===== src/hw/rtl/int_to_ascii_digits_macros.svh =====
// assertion helpers for int_to_ascii_digits.sv, the one file that checks itself
`ifndef INT_TO_ASCII_DIGITS_MACROS_SVH
`define INT_TO_ASCII_DIGITS_MACROS_SVH

// same-cycle implication, sampled on aclk, quiet during reset
`define I2A_ASSERT_IMPL(lbl, ante, cons) \
    lbl: assert property (@(posedge aclk) disable iff (!aresetn) (ante) |-> (cons)) \
        else $error("i2a assertion failed");

// next-cycle implication, sampled on aclk, quiet during reset
`define I2A_ASSERT_NEXT(lbl, ante, cons) \
    lbl: assert property (@(posedge aclk) disable iff (!aresetn) (ante) |=> (cons)) \
        else $error("i2a assertion failed");

`endif


===== src/hw/rtl/i2a_pkg.sv =====
`timescale 1ns / 1ps

package i2a_pkg;

    localparam int I2A_MAX_PAD_DEF = 16;
    localparam int I2A_BIN_W       = 32;
    localparam int I2A_PAD_W       = 5;
    // compare width for the pad limit, covers a limit of up to 32
    localparam int I2A_PAD_CMP_W   = 6;
    localparam int I2A_NUM_DEC     = 10;
    localparam int I2A_NUM_HEX     = 8;
    localparam int I2A_BCD_W       = 4 * I2A_NUM_DEC;
    localparam int I2A_CHAR_W      = 8;

    localparam logic [I2A_CHAR_W-1:0] I2A_ASCII_ZERO  = 8'h30;
    localparam logic [I2A_CHAR_W-1:0] I2A_ASCII_A     = 8'h41;
    localparam logic [I2A_CHAR_W-1:0] I2A_ASCII_MINUS = 8'h2D;

    typedef struct packed {
        logic load;
        logic shift;
        logic start_emit;
        logic emit;
    } i2a_cmd_t;

    typedef struct packed {
        logic is_hex;
        logic bits_done;
        logic out_free;
        logic emit_last;
    } i2a_stat_t;

    function automatic logic [I2A_CHAR_W-1:0] digit_char(input logic [3:0] d);
        if (d > 4'd9) begin
            return I2A_ASCII_A + {4'b0, d} - 8'd10;
        end
        return I2A_ASCII_ZERO + {4'b0, d};
    endfunction

endpackage


===== src/hw/rtl/int_to_ascii_digits.sv =====
// throughput: one character per cycle while m_tready is high; a new word is taken only after the last character
// decimal conversion runs the shift-add-3 loop, one bit of the word per cycle; hex needs no conversion
// a word's characters are the sign plus the digit count, at most MAX_PAD + 1 or 11 unpadded
// reset: synchronous, active low; clears the sequencer and the output valid flag
`timescale 1ns / 1ps

`include "int_to_ascii_digits_macros.svh"

module int_to_ascii_digits
    import i2a_pkg::*;
#(
    parameter int MAX_PAD = I2A_MAX_PAD_DEF   // largest honoured pad width, 1 to 32
) (
    input  logic        aclk,
    input  logic        aresetn,
    // input word channel
    input  logic        s_tvalid,
    output logic        s_tready,
    input  logic [39:0] s_tdata,    // [31:0] value, [36:32] pad_width, [39:37] zero
    input  logic [0:0]  s_tuser,    // [0] op: 0 signed decimal, 1 hex
    // character channel
    output logic        m_tvalid,
    input  logic        m_tready,
    output logic [7:0]  m_tdata,    // [7:0] ascii_char
    output logic        m_tlast     // last character of the word
);

    i2a_cmd_t  cmd;
    i2a_stat_t stat;

    // sequencer: idle, bcd conversion, length setup, character emission
    i2a_ctrl u_ctrl (
        .aclk     (aclk),
        .aresetn  (aresetn),
        .s_tvalid (s_tvalid),
        .s_tready (s_tready),
        .stat     (stat),
        .cmd      (cmd)
    );

    // magnitude, bcd shift register, digit index and the output register
    i2a_datapath #(
        .MAX_PAD (MAX_PAD)
    ) u_dp (
        .aclk      (aclk),
        .aresetn   (aresetn),
        .in_op     (s_tuser[0]),
        .in_value  (s_tdata[I2A_BIN_W-1:0]),
        .in_pad    (s_tdata[I2A_BIN_W +: I2A_PAD_W]),
        .cmd       (cmd),
        .stat      (stat),
        .out_valid (m_tvalid),
        .out_ready (m_tready),
        .out_char  (m_tdata),
        .out_last  (m_tlast)
    );

    // one word in flight: an accepted word closes the input side
    `I2A_ASSERT_NEXT(a_busy_after_accept, s_tvalid && s_tready, !s_tready)
    // while a character other than the final one waits, no new word is taken
    `I2A_ASSERT_IMPL(a_no_accept_mid_word, m_tvalid && !m_tlast, !s_tready)
    // a minus sign is never the final character
    `I2A_ASSERT_IMPL(a_sign_not_last, m_tvalid && (m_tdata == I2A_ASCII_MINUS), !m_tlast)

endmodule


===== src/hw/rtl/i2a_ctrl.sv =====
`timescale 1ns / 1ps

module i2a_ctrl
    import i2a_pkg::*;
(
    input  logic      aclk,
    input  logic      aresetn,
    input  logic      s_tvalid,
    output logic      s_tready,
    input  i2a_stat_t stat,
    output i2a_cmd_t  cmd
);

    localparam logic [1:0] ST_IDLE = 2'd0;
    localparam logic [1:0] ST_CONV = 2'd1;
    localparam logic [1:0] ST_PREP = 2'd2;
    localparam logic [1:0] ST_EMIT = 2'd3;

    logic [1:0] state_reg;
    logic [1:0] state_next;

    assign s_tready = (state_reg == ST_IDLE);

    always_comb begin
        state_next = state_reg;
        cmd        = '0;
        case (state_reg)
            ST_IDLE: begin
                if (s_tvalid) begin
                    cmd.load   = 1'b1;
                    state_next = ST_CONV;
                end
            end
            ST_CONV: begin
                if (stat.is_hex) begin
                    state_next = ST_PREP;
                end else begin
                    cmd.shift = 1'b1;
                    if (stat.bits_done) begin
                        state_next = ST_PREP;
                    end
                end
            end
            ST_PREP: begin
                cmd.start_emit = 1'b1;
                state_next     = ST_EMIT;
            end
            ST_EMIT: begin
                if (stat.out_free) begin
                    cmd.emit = 1'b1;
                    if (stat.emit_last) begin
                        state_next = ST_IDLE;
                    end
                end
            end
            default: begin
                state_next = ST_IDLE;
            end
        endcase
    end

    always_ff @(posedge aclk) begin
        if (!aresetn) begin
            state_reg <= ST_IDLE;
        end else begin
            state_reg <= state_next;
        end
    end

endmodule


===== src/hw/rtl/i2a_datapath.sv =====
`timescale 1ns / 1ps

module i2a_datapath
    import i2a_pkg::*;
#(
    parameter int MAX_PAD = I2A_MAX_PAD_DEF
) (
    input  logic                  aclk,
    input  logic                  aresetn,
    input  logic                  in_op,
    input  logic [I2A_BIN_W-1:0]  in_value,
    input  logic [I2A_PAD_W-1:0]  in_pad,
    input  i2a_cmd_t              cmd,
    output i2a_stat_t             stat,
    output logic                  out_valid,
    input  logic                  out_ready,
    output logic [I2A_CHAR_W-1:0] out_char,
    output logic                  out_last
);

    localparam int DMAX = (MAX_PAD > I2A_NUM_DEC) ? MAX_PAD : I2A_NUM_DEC;
    localparam int IW   = $clog2(DMAX);
    localparam int CW   = $clog2(DMAX + 1);
    localparam int BCW  = $clog2(I2A_BIN_W);

    logic                  op_reg;
    logic                  neg_reg;
    logic                  sign_pend_reg;
    logic [CW-1:0]         pad_reg;
    logic [I2A_BIN_W-1:0]  mag_reg;
    logic [I2A_BCD_W-1:0]  bcd_reg;
    logic [BCW-1:0]        bit_cnt_reg;
    logic [IW-1:0]         idx_reg;
    logic                  out_valid_reg;
    logic [I2A_CHAR_W-1:0] out_char_reg;
    logic                  out_last_reg;

    logic                     in_neg;
    logic [I2A_PAD_CMP_W-1:0] pad_wide;
    logic [I2A_PAD_CMP_W-1:0] pad_sat;
    logic [I2A_BCD_W-1:0]     bcd_adj;
    logic [3:0]               nat_cnt;
    logic [CW-1:0]            n_digits;
    logic [3:0]               sel_digit;
    logic                     out_free;

    assign in_neg   = !in_op && in_value[I2A_BIN_W-1];
    assign pad_wide = {{(I2A_PAD_CMP_W-I2A_PAD_W){1'b0}}, in_pad};
    assign pad_sat  = (pad_wide > I2A_PAD_CMP_W'(MAX_PAD)) ? I2A_PAD_CMP_W'(MAX_PAD) : pad_wide;

    // add-3 correction of every bcd digit before the shift
    always_comb begin
        for (int k = 0; k < I2A_NUM_DEC; k++) begin
            if (bcd_reg[k*4 +: 4] >= 4'd5) begin
                bcd_adj[k*4 +: 4] = bcd_reg[k*4 +: 4] + 4'd3;
            end else begin
                bcd_adj[k*4 +: 4] = bcd_reg[k*4 +: 4];
            end
        end
    end

    // natural length: highest nonzero digit, at least one
    always_comb begin
        nat_cnt = 4'd1;
        for (int k = 1; k < I2A_NUM_DEC; k++) begin
            if (bcd_reg[k*4 +: 4] != 4'd0) begin
                nat_cnt = 4'(k + 1);
            end
        end
    end

    assign n_digits = (pad_reg != '0) ? pad_reg : CW'(nat_cnt);

    // digit positions above the stored ones read as zero
    always_comb begin
        sel_digit = 4'd0;
        for (int k = 0; k < I2A_NUM_DEC; k++) begin
            if (idx_reg == IW'(k)) begin
                sel_digit = bcd_reg[k*4 +: 4];
            end
        end
    end

    assign out_free = !out_valid_reg || out_ready;

    always_ff @(posedge aclk) begin
        if (cmd.load) begin
            op_reg      <= in_op;
            neg_reg     <= in_neg;
            pad_reg     <= CW'(pad_sat);
            mag_reg     <= in_neg ? (~in_value + 1'b1) : in_value;
            bit_cnt_reg <= BCW'(I2A_BIN_W - 1);
            if (in_op) begin
                bcd_reg <= {{(I2A_BCD_W-I2A_BIN_W){1'b0}}, in_value};
            end else begin
                bcd_reg <= '0;
            end
        end else if (cmd.shift) begin
            bcd_reg     <= {bcd_adj[I2A_BCD_W-2:0], mag_reg[I2A_BIN_W-1]};
            mag_reg     <= {mag_reg[I2A_BIN_W-2:0], 1'b0};
            bit_cnt_reg <= bit_cnt_reg - 1'b1;
        end
        if (cmd.start_emit) begin
            idx_reg <= IW'(n_digits - 1'b1);
        end else if (cmd.emit && !sign_pend_reg) begin
            idx_reg <= idx_reg - 1'b1;
        end
        if (cmd.emit) begin
            if (sign_pend_reg) begin
                out_char_reg <= I2A_ASCII_MINUS;
                out_last_reg <= 1'b0;
            end else begin
                out_char_reg <= digit_char(sel_digit);
                out_last_reg <= (idx_reg == '0);
            end
        end
    end

    always_ff @(posedge aclk) begin
        if (!aresetn) begin
            sign_pend_reg <= 1'b0;
            out_valid_reg <= 1'b0;
        end else begin
            if (cmd.start_emit) begin
                sign_pend_reg <= neg_reg;
            end else if (cmd.emit) begin
                sign_pend_reg <= 1'b0;
            end
            if (cmd.emit) begin
                out_valid_reg <= 1'b1;
            end else if (out_ready) begin
                out_valid_reg <= 1'b0;
            end
        end
    end

    assign stat.is_hex    = op_reg;
    assign stat.bits_done = (bit_cnt_reg == '0);
    assign stat.out_free  = out_free;
    assign stat.emit_last = !sign_pend_reg && (idx_reg == '0);

    assign out_valid = out_valid_reg;
    assign out_char  = out_char_reg;
    assign out_last  = out_last_reg;

endmodule

===== config.mk =====
export PLATFORM = sky130hd
export DESIGN_NAME = int_to_ascii_digits
export DESIGN_NICKNAME = d
export VERILOG_FILES = /design/src/hw/rtl/i2a_pkg.sv /design/src/hw/rtl/int_to_ascii_digits.sv /design/src/hw/rtl/i2a_ctrl.sv /design/src/hw/rtl/i2a_datapath.sv
export VERILOG_INCLUDE_DIRS = /design/src /design/src/hw/rtl
export SDC_FILE = /design/constraint.sdc
export NUM_CORES = 1
export LEC_CHECK = 0
export BUFFER_PORTS_ARGS = -buffer_cell sky130_fd_sc_hd__buf_4
export CAP_MARGIN = 30
export CORE_UTILIZATION = 40
export CTS_BUF_LIST = sky130_fd_sc_hd__clkbuf_4
export DETAILED_ROUTE_END_ITERATION = 8
export SYNTH_ARGS = -nofsm -noshare
export SYNTH_HDL_FRONTEND = slang
export SYNTH_SLANG_ARGS = --single-unit

===== constraint.sdc =====
create_clock -name aclk -period 3.4 [get_ports aclk]
set_clock_uncertainty 0.05 [all_clocks]
set_input_delay 0.34 -clock aclk [delete_from_list [all_inputs] [get_ports aclk]]
set_output_delay 0.34 -clock aclk [all_outputs]
set_load 0.1 [all_outputs]

== After elaboration in Yosys (flattened, before gate mapping) ==
Cells that the tools add are included.

* Register bits after elaboration: 101
* Bits of input ports: 45
* Output and inout port bits: 11
* Logic and storage cells: 143

* Add/sub/neg operators: 17
* Magnitude comparators: 12
* Equality and inequality tests: 16
* Multiplexer cells: 60
* Bitwise gates (word level): 1
* Reductions and logical operators: 25

{| class="wikitable"
|+ Operators by type and width
! operator !! count
|-
| 2-to-1 mux 32 bit || 4
|-
| 2-to-1 mux 4 bit || 25
|-
| 2-to-1 mux 40 bit || 2
|-
| >= comparator 4 x 3 -> 1 bit (second input constant) || 10
|-
| adder 4 x 2 -> 4 bit (second input constant) || 9
|-
| nonzero test 4 bit || 9
|-
| adder 32 x 1 -> 32 bit (second input constant) || 1
|-
| NOT 32 bit || 1
|-
| == test 4 x 3 -> 1 bit (second input constant) || 4
|-
| 2-to-1 mux 8 bit || 2
|-
| 2-to-1 mux 3 bit || 5
|-
| 2-to-1 mux 1 bit || 14
|-
| 2-to-1 mux 2 bit || 7
|-
| adder 7 x 4 -> 8 bit (first input constant) || 1
|-
| == test 4 x 2 -> 1 bit (second input constant) || 2
|-
| == test 4 bit (second input constant) || 2
|-
| case mux 2 bit (4 select lines) || 1
|-
| nonzero test 2 bit || 4
|-
| subtractor 4 x 1 -> 4 bit (second input constant) || 2
|-
| subtractor 8 x 4 -> 8 bit (second input constant) || 1
|-
| adder 6 x 4 -> 7 bit (first input constant) || 1
|-
| greater-than comparator 5 bit (second input constant) || 1
|-
| logical NOT 5 bit || 1
|-
| nonzero test 5 bit || 1
|-
| 15 further kinds || 21
|}

== Depth between registers and ports, before layout ==
Gate-level depths: netlist (run 1).

* Word-level depth: 16
* Depth in mapped cells: 12

== By module ==
A second synthesis (run 1) with hierarchy kept.

* Cells, all modules: 694
* Area total of the unflattened synthesis: 6631.4 um2

{| class="wikitable"
|+ By module, submodules not included
! module !! times used !! cells each !! area each (um2) !! seq. area each (um2)
|-
| i2a_datapath || 1 || 673 || 6449.9 || 2872.8
|-
| i2a_ctrl || 1 || 21 || 181.4 || 40.0
|}

== Worst setup path before layout (run 1) ==
No wires, ideal clock.

* Kind: register to register
* Start: register u_ctrl.state_reg[0]
* End: register u_dp.bcd_reg[0], enable pin
* Setup time: 0.432 ns
* Arrival time: 3.347 ns
* Data required time: 2.918 ns
* Slack: -0.429 ns
* Stages on the path, launching flop included: 6
* Period minus slack after synthesis: 3.829 ns
* Path through: dfxtp_1 inv_1 ha_1 nand2_1 clkbuf_1 nand2_1

* Longest elaborated chain between the ends: 3
* Elaborated cells on any way between the ends: 5
* Those cells by class: eq/ne: 1; mux: 2; reduce/logical: 2

{| class="wikitable"
|+ RTL lines
! item !! line !! RTL
|-
| start, declared || i2a_ctrl.sv:19 || <nowiki>logic [1:0] state_reg;</nowiki>
|-
| start signal, assigned || i2a_ctrl.sv:66 || <nowiki>state_reg <= state_next;</nowiki>
|-
| logical NOT 2 bit || - ||
|-
| named net s_tready || int_to_ascii_digits.sv:18 || <nowiki>output logic s_tready,</nowiki>
|-
| 2-to-1 mux 1 bit || i2a_ctrl.sv:27 || <nowiki>case (state_reg)</nowiki>
|-
| nonzero test 2 bit (no source line) || - ||
|-
| end signal, assigned || i2a_datapath.sv:94 || <nowiki>bcd_reg <= {{(I2A_BCD_W-I2A_BIN_W){1'b0}}, in_value};</nowiki>
|-
| end signal, assigned || i2a_datapath.sv:99 || <nowiki>bcd_reg <= {bcd_adj[I2A_BCD_W-2:0], mag_reg[I2A_BIN_W-1]};</nowiki>
|-
| end, declared || i2a_datapath.sv:31 || <nowiki>logic [I2A_BCD_W-1:0] bcd_reg;</nowiki>
|}

The timed path passes the listed nets, and every way through them passes these cells.
A chain may end at the register's enable or synchronous reset.

== Worst setup path after layout (run 1) ==
* Start: register u_dp.idx_reg[0]
* End: register u_dp.out_char_reg[0] (netlist: u_dp.out_char[0]) (data pin)

* Longest elaborated chain between the ends: 16
* Elaborated cells on any way between the ends: 29
* Those cells by class: add/sub: 3; order compare: 1; eq/ne: 9; mux: 15; reduce/logical: 1

{| class="wikitable"
|+ RTL lines
! item !! line !! RTL
|-
| start, declared || i2a_datapath.sv:33 || <nowiki>logic [IW-1:0] idx_reg;</nowiki>
|-
| start signal, assigned || i2a_datapath.sv:104 || <nowiki>idx_reg <= IW'(n_digits - 1'b1);</nowiki>
|-
| start signal, assigned || i2a_datapath.sv:106 || <nowiki>idx_reg <= idx_reg - 1'b1;</nowiki>
|-
| logical NOT 4 bit || i2a_datapath.sv:78 || <nowiki>if (idx_reg == IW'(k)) begin</nowiki>
|-
| 2-to-1 mux 4 bit (9 in a row) || i2a_datapath.sv:78 ||
|-
| 2-to-1 mux 4 bit (*) || i2a_datapath.sv:78 ||
|-
| parallel branches: the longest is 4 deep, another holds adder 7 x 4 -> 8 bit || - ||
|-
| 2-to-1 mux 8 bit (*) || i2a_pkg.sv:37 || <nowiki>return I2A_ASCII_ZERO + {4'b0, d};</nowiki>
|-
| end signal, assigned || i2a_datapath.sv:113 || <nowiki>out_char_reg <= digit_char(sel_digit);</nowiki>
|-
| end, declared || i2a_datapath.sv:35 || <nowiki>logic [I2A_CHAR_W-1:0] out_char_reg;</nowiki>
|}

Every way passes the cells marked *. The select of a mux whose other input is x is not followed.

==> implementation parameters, run 1 <==
Parameter                              Value

Outcome
  Outcome ... complete, no violations

Logic synthesis
  Main synth FF type ... sky130_fd_sc_hd__edfxtp_1
  Fraction of synthesis flops using an asynchronous set or reset pin ... 0%
  Netlist cell types ... 68
  Register bit total from synthesis ... 100
  Count of synthesis-stage warnings from yosys ... 0
  Post-synthesis net count ... 776
  Proportion of synthesized chip area in sequential cells ... 44.2%
  Post-synthesis average cell area ... 9.49 um^2
  Netlist area before placement ... 6580 um^2
  Post-synthesis instance total ... 694
  Number of flops mapped to enable cells by yosys ... 91

Worst setup path
  List of cells traversed by the critical path ... inv_1 -> ha_1 -> a21oi_1 -> a221oi_2 -> o22ai_1 -> a22oi_2 -> inv_1 -> ha_1 -> o22a_1 -> o21ai_0 -> or3b_1
  Max incr delay on CP ... 0.48 ns
  CP max FO ... 11
  Largest delay share family, worst path ... compound AO/OA/AOI/OAI gates
  Worst-path cell with the longest stage delay ... sky130_fd_sc_hd__edfxtp_1
  Startpoint class of the critical path ... register
  WP data required ... 3.59 ns
  Endpoint type of the worst setup path ... register
  Number of buffer and inverter instances along the worst setup path ... 2
  Signal arrival time at the worst endpoint ... 3.33 ns
  Critical Setup Path Class ... register to register

Clock tree
  CTS Root Cell ... sky130_fd_sc_hd__clkbuf_4
  Sinks on Clock Net ... 100
  CTS tree ... done
  Bufs on Longest Clock Path ... 2
  Clock insertion delay at the later pin of the skew report ... 0.49 ns
  Post-CTS setup-driven buffer insertion count ... 0
  Reg clk slew, reported paths ... 0.14 ns
  Clock H-tree levels ... 3
  Total CTS buffers ... 9

Drt
  Final wirelength ... 15100 um
  Number of vias after detailed routing ... 5167
  Average routed wire per standard cell ... 15.8 um
  TritonRoute pass-1 iters ... 7
  Post-route DRC violation count ... 0
  Via density per instance ... 5.41
  Final antenna-violating net count ... 0
  Detailed router's first-iteration violation count ... 358

STA
  Total Negative Setup Slacks ... 0 ns
  Max-slew violation count ... 0
  Slack of the critical path ... 0.259 ns
  Transition time at the pin with the least slew margin ... 0.523 ns
  Final-report hold violation count ... 0
  Relative slew slack ... 64.8%
  Hold_ws ... 0.0439 ns
  Share of the clock period used by the worst path ... 92.4%
  Total setup violations reported at the end of the flow ... 0
  Timing-limited maximum frequency ... 318 MHz
  Tmin final ... 3.14 ns
  Unrepaired setup endpoints after global routing ... no

Die
  Die area ... 17000 um^2
  Core footprint ... 16000 um^2
  X dimension of the die ... 130 um
  Placement row count ... 46
  IO Count ... 56
  Starting density of the core ... 41.1%
  Die span in y ... 130 um

Global route
  Global-route congestion overflow total ... 0
  Wire length of the first global-routing pass ... 24400 um
  Via count of the first global-routing pass ... 4811
  Initial antenna violation count ... 0
  Total routing resource utilization after global routing ... 18.7%
  Pin count of the biggest net entering global routing ... 73

Worst hold path
  Worst min-delay path class ... primary input to register

Finish
  Number of fill cells in the layout ... 1593
  Fraction of final layout cells with drive strength greater than 1 ... 13.5%
  Max FFs per register ... 40
  Antenna diodes ... 0
  Final std cells w/o fill ... 955
  Signed area change from the synthesized netlist to the final layout ... 11.8%
  Post-layout nets ... 816

Placed design
  Dpl hpwl ... 11000 um
  Dpl ws ... 0.171 ns
  Number of I/O port buffers ... 51
  Weighted congestion reported at the end of routability-driven placement ... 0.861
  Post-placement cell count ... 938

Pwr
  Peak VDD IR ... 0.000383 V
  Static leakage ... 2.72 nW
  Total design power ... 0.00669 W
  Total power divided by cell area ... 909 nW/um^2

Flow run
  Max-cap check violation count ... 0
## worst register-to-register path, delay by kind of cell (launching register included)
| kind | cells | cell delay (ns) |
|---|---|---|
| flip-flops | 1 | 0.48 |
| adder cells (fa/ha/maj) | 2 | 0.64 |
| AND/OR/NAND/NOR | 1 | 0.36 |
| buffers and inverters | 2 | 0.24 |
| AO/OA/AOI/OAI | 6 | 1.11 |
## synthesized netlist by cell type (15+ instances only)
cell type	instances	area (um^2)
sky130_fd_sc_hd__inv_1	43	161
sky130_fd_sc_hd__o21ai_0	70	350
sky130_fd_sc_hd__a21oi_1	51	255
sky130_fd_sc_hd__nand2b_1	21	131
sky130_fd_sc_hd__nor3b_1	15	113
sky130_fd_sc_hd__nor3_1	15	75.1
sky130_fd_sc_hd__nor2_1	45	169
sky130_fd_sc_hd__xnor2_1	34	298
sky130_fd_sc_hd__edfxtp_1	91	2730
sky130_fd_sc_hd__xor2_1	21	184
sky130_fd_sc_hd__clkbuf_1	22	82.6
sky130_fd_sc_hd__ha_1	37	463
sky130_fd_sc_hd__nand3_1	34	170
sky130_fd_sc_hd__nand2_1	55	206
## placed cells by master (no fill, tap or decap), drive strengths merged, types with 2 or more instances in the layout
cell type and count:
buf 65, o41ai 2, o211ai 3, clkbuf 10, or3b 5, a31o 3, xnor2 34, nor2b 9
nor4 3, a221o 3, nand3 34, a31oi 8, a221oi 3, nor3 17, nand2b 21, nand4b 3
ha 37, nand3b 6, nand2 55, o21ai 74, and2 3, inv 45, or3 8, nor3b 15
a211oi 7, clkinv 3, mux2i 2, dfxtp 9, edfxtp 91, a21oi 51, o221a 3, o32ai 2
or4 2, a22oi 2, o31ai 13, o22a 2, xor2 21, nor2 46
## power by group
group	internal (W)	leakage (nW)	switching (W)
Clock	0.000232	0.0721	0.000415
Sequential	0.00226	0.958	0.000440
Combinational	0.00129	1.69	0.00205
## metal layers
layer	vias up	routed length, um	GRT usage [%]
met3	20	749	3.53
met4	0	266	6.63
met1	2432	7260	25.8
met5	-	0	0
li1	2584	-	-
met2	131	6850	29.1
## final cells by class
| class | instances | area (um^2) | share of cell area, % |
|---|---|---|---|
| multi-input cells | 513 | 3350 | 45.5 |
| clock inverters | 6 | 62.6 | 0.850 |
| flip-flops and latches | 100 | 2910 | 39.6 |
| clock buffers | 10 | 75.1 | 1.02 |
| well taps | 216 | 270 | 3.67 |
| repair buffers | 66 | 523 | 7.10 |
| inverters | 44 | 165 | 2.24 |
## final timing paths
check,startpoint,endpoint,slack [ns],depth (start not counted)
hold reg to reg,u_dp.bit_cnt_reg[3]$_SDFFE_PP1P_,u_dp.bit_cnt_reg[3]$_SDFFE_PP1P_,0.46,2
setup / recovery,u_dp.idx_reg[0]$_DFFE_PP_,u_dp.out_char[0]$_SDFFCE_PP1P_,0.26,11
setup reg to reg,u_dp.idx_reg[0]$_DFFE_PP_,u_dp.out_char[0]$_SDFFCE_PP1P_,0.26,11
hold / removal,aresetn,u_dp.sign_pend_reg$_SDFFE_PN0P_,0.04,2
## logic make-up (layout without fill, tap and decap cells)
family | count (synthesis) | count (layout) | synth area share, %
simple gates | 232 | 232 | 18.6
buf+inv | 81 | 126 | 4.98
other cells | 1 | 1 | 0.0570
compound gates | 186 | 186 | 17.4
flops | 100 | 100 | 44.2
xor+xnor | 55 | 55 | 7.32
mux | 2 | 2 | 0.304
fa+ha+maj | 37 | 37 | 7.03
## through the flow
| step | utilization [%] | cell area [um^2] |
|---|---|---|
| final | 46.0 | 7360 |
| after CTS | 46.0 | 7360 |
| after global placement | 45.1 | 7210 |
| after floorplan | - | 6590 |
| after global routing | 46.0 | 7360 |
| after detailed placement | 45.1 | 7210 |
## timing repair
item,CTS,global route
hold endpoints to repair,1,0
hold buffers,1,0
resized for setup,0,2
endpoints found under the setup margin,0,5
(Power assumes the default switching activity.)
==> run 2: changes to the inputs <==
- REMOVE_ABC_BUFFERS: default -> 1
- SETUP_SLACK_MARGIN: default -> 0.5
==> run 2 against run 1 <==
Clock power barely moved. Worst hold slack improved by 0.056 ns. Cell area rose by 4.1%. Non-clock buffer count rose by 20. Critical endpoint unchanged. Global-route usage rose by 0.19 points. Combinational power rose by 12%. Sequential power barely moved. Worst setup slack improved by 0.14 ns. Final cell count rose by 2.2%. Via count rose by 2.3%. Total power rose by 6.2%.
==> implementation parameters, run 2 (synthesized netlist as in run 1, its figures left out) <==
Parameter                              Value

Outcome
  Outcome ... complete, no violations

Placed design
  Weighted congestion reported at the end of routability-driven placement ... 0.884 (+2.7%)
  Dpl hpwl ... 11000 um (-0.55%)
  Post-placement cell count ... 936 (-0.21%)
  Number of I/O port buffers ... 51 (unchanged)

STA
  Total Negative Setup Slacks ... 0 ns (unchanged)
  Tmin final ... 3.00 ns (-0.144 ns)
  Total setup violations reported at the end of the flow ... 0 (unchanged)
  Timing-limited maximum frequency ... 334 MHz (+4.8%)
  Relative slew slack ... 59.2% (-5.7 points)
  Share of the clock period used by the worst path ... 88.1% (-4.2 points)
  Hold_ws ... 0.0998 ns (+0.0560 ns)
  Max-slew violation count ... 0 (unchanged)
  Final-report hold violation count ... 0 (unchanged)
  Unrepaired setup endpoints after global routing ... yes
  Transition time at the pin with the least slew margin ... 0.610 ns (+0.0874 ns)

Worst setup path
  Number of buffer and inverter instances along the worst setup path ... 3 (+1)
  WP data required ... 3.59 ns (about the same)
  Signal arrival time at the worst endpoint ... 3.19 ns (-0.14 ns)
  Worst-path cell with the longest stage delay ... sky130_fd_sc_hd__edfxtp_1
  List of cells traversed by the critical path ... buf_6 -> ha_4 -> buf_6 -> a221oi_4 -> a211oi_2 -> o32a_1 -> inv_2 -> ha_4 -> o22a_1 -> nor3_2 -> or3b_1
  Max incr delay on CP ... 0.51 ns (+0.03 ns)
  Worst reg2reg setup slack ... 0.40 ns (+0.14 ns)
  Endpoint type of the worst setup path ... register
  Largest delay share family, worst path ... compound AO/OA/AOI/OAI gates
  Critical Setup Path Class ... register to register
  CP max FO ... 7 (-4)
  Startpoint class of the critical path ... register

Clock tree
  CTS Root Cell ... sky130_fd_sc_hd__clkbuf_4
  CTS tree ... done
  Clock H-tree levels ... 3 (unchanged)
  Sinks on Clock Net ... 100 (unchanged)
  Bufs on Longest Clock Path ... 2 (unchanged)
  Total CTS buffers ... 9 (unchanged)
  Reg clk slew, reported paths ... 0.15 ns (about the same)
  Clock insertion delay at the later pin of the skew report ... 0.49 ns (about the same)

Drt
  Final antenna-violating net count ... 0 (unchanged)
  Post-route DRC violation count ... 0 (unchanged)
  Average routed wire per standard cell ... 15.8 um (-0.51%)
  Final wirelength ... 15400 um (+1.7%)
  Number of vias after detailed routing ... 5285 (+2.3%)
  Via density per instance ... 5.41 (about the same)
  TritonRoute pass-1 iters ... 5 (-2)
  Detailed router's first-iteration violation count ... 407 (+14%)

Die
  X dimension of the die ... 130 um (unchanged)
  Placement row count ... 46 (unchanged)
  Core footprint ... 16000 um^2 (unchanged)
  Die area ... 17000 um^2 (unchanged)
  Die span in y ... 130 um (unchanged)
  Starting density of the core ... 41.1% (unchanged)
  IO Count ... 56 (unchanged)

Pwr
  Total design power ... 0.00711 W (+6.2%)
  Peak VDD IR ... 0.000412 V (+7.5%)
  Total power divided by cell area ... 928 nW/um^2 (+2.1%)
  Static leakage ... 2.84 nW (+4.4%)

Finish
  Max FFs per register ... 40 (unchanged)
  Area of combinational cells with multiple inputs ... 3500 um^2 (+4.3%)
  Most frequent standard cell in the layout excluding fill and tap cells ... sky130_fd_sc_hd__edfxtp_1
  Final std cells w/o fill ... 976 (+2.2%)
  Flip-flop and latch area ... 2910 um^2 (unchanged)
  Post-layout nets ... 836 (+2.5%)
  Number of fill cells in the layout ... 1565 (-1.8%)
  Most frequent cells in the layout ... sky130_fd_sc_hd__edfxtp_1 (91), sky130_fd_sc_hd__buf_4 (79), sky130_fd_sc_hd__o21ai_0 (68), sky130_fd_sc_hd__nand2_1 (53), sky130_fd_sc_hd__a21oi_1 (51)
  Fraction of final layout cells with drive strength greater than 1 ... 18.4% (+4.9 points)
  Post-layout utilization of the core ... 47.9% (+1.9 points)
  Signed area change from the synthesized netlist to the final layout ... 16.4%

Flow run
  Max-cap check violation count ... 0 (unchanged)

Worst hold path
  Worst min-delay path class ... primary input to register

Global route
  Global-route congestion overflow total ... 0 (unchanged)
  Total routing resource utilization after global routing ... 18.9% (+0.19 points)
  Initial antenna violation count ... 0 (unchanged)
  Via count of the first global-routing pass ... 5081 (+5.6%)
  Wire length of the first global-routing pass ... 25100 um (+2.8%)
  Pin count of the biggest net entering global routing ... 64 (-12%)
==> run 2: cell types whose count changed in the layout (fill, tap and decap cells not counted), sizes merged <==
cell,change
diode,+1
buf,+19
clkbuf,+1
dlygate4sd3,+1
clkinvlp,-1
==> run 2: worst min-delay path: stages <==
cell and delay (ns):
sky130_fd_sc_hd__buf_4 0.09, sky130_fd_sc_hd__nand2_2 0.11, sky130_fd_sc_hd__nand2_1 0.08
==> run 2: worst paths after layout <==
| kind | end | cells past startpoint | startpoint |
|---|---|---|---|
| max | u_dp.out_char[0]$_SDFFCE_PP1P_ | 11 | u_dp.idx_reg[0]$_DFFE_PP_ |
| min | u_dp.bit_cnt_reg[2]$_SDFFE_PP1P_ | 3 | s_tvalid |
| max reg2reg | u_dp.out_char[0]$_SDFFCE_PP1P_ | 11 | u_dp.idx_reg[0]$_DFFE_PP_ |
| min reg2reg | u_dp.bit_cnt_reg[3]$_SDFFE_PP1P_ | 2 | u_dp.bit_cnt_reg[3]$_SDFFE_PP1P_ |
==> run 2: layer usage <==
metal | global-route usage, % | vias to the layer above | routed length [um]
met3 | 3.98 | 11 | 558
met5 | 0 | - | 0
li1 | - | 2623 | -
met2 | 31.3 | 111 | 7340
met1 | 24.9 | 2540 | 7340
met4 | 5.06 | 0 | 142
==> run 2: cell type report <==
type,count,area share [%]
Multi-Input combinational cell,513,45.6
Sequential cell,100,38.0
Timing Repair Buffer,86,8.85
Tap cell,216,3.53
Inverter,44,2.16
Clock buffer,11,1.08
Clock inverter,5,0.686
Antenna cell,1,0.0327
==> run 2: per-stage QoR <==
stage	worst slack [ns]	cell area, um^2
global route	0.278	7660
floorplan	-1.36	6420
CTS	0.472	7420
finish	0.403	7660
detailed placement	0.174	7180
global placement	0.333	7180
==> run 2: power by group <==
part | internal [W] | switching [W] | leakage (nW)
registers | 0.00226 | 0.000450 | 0.958
logic | 0.00154 | 0.00220 | 1.80
clock network | 0.000239 | 0.000407 | 0.0765
==> run 2: what timing repair did <==
| action | 4_1_cts | 5_1_grt |
|---|---|---|
| gates resized for setup | 16 | 23 |
| setup buffers | 6 | 15 |
| cloned | 0 | 0 |
| pin swaps | 4 | 9 |
| endpoints found under the setup margin | 6 | 8 |
| hold buffers | 1 | 1 |
| hold endpoints to repair | 1 | 1 |
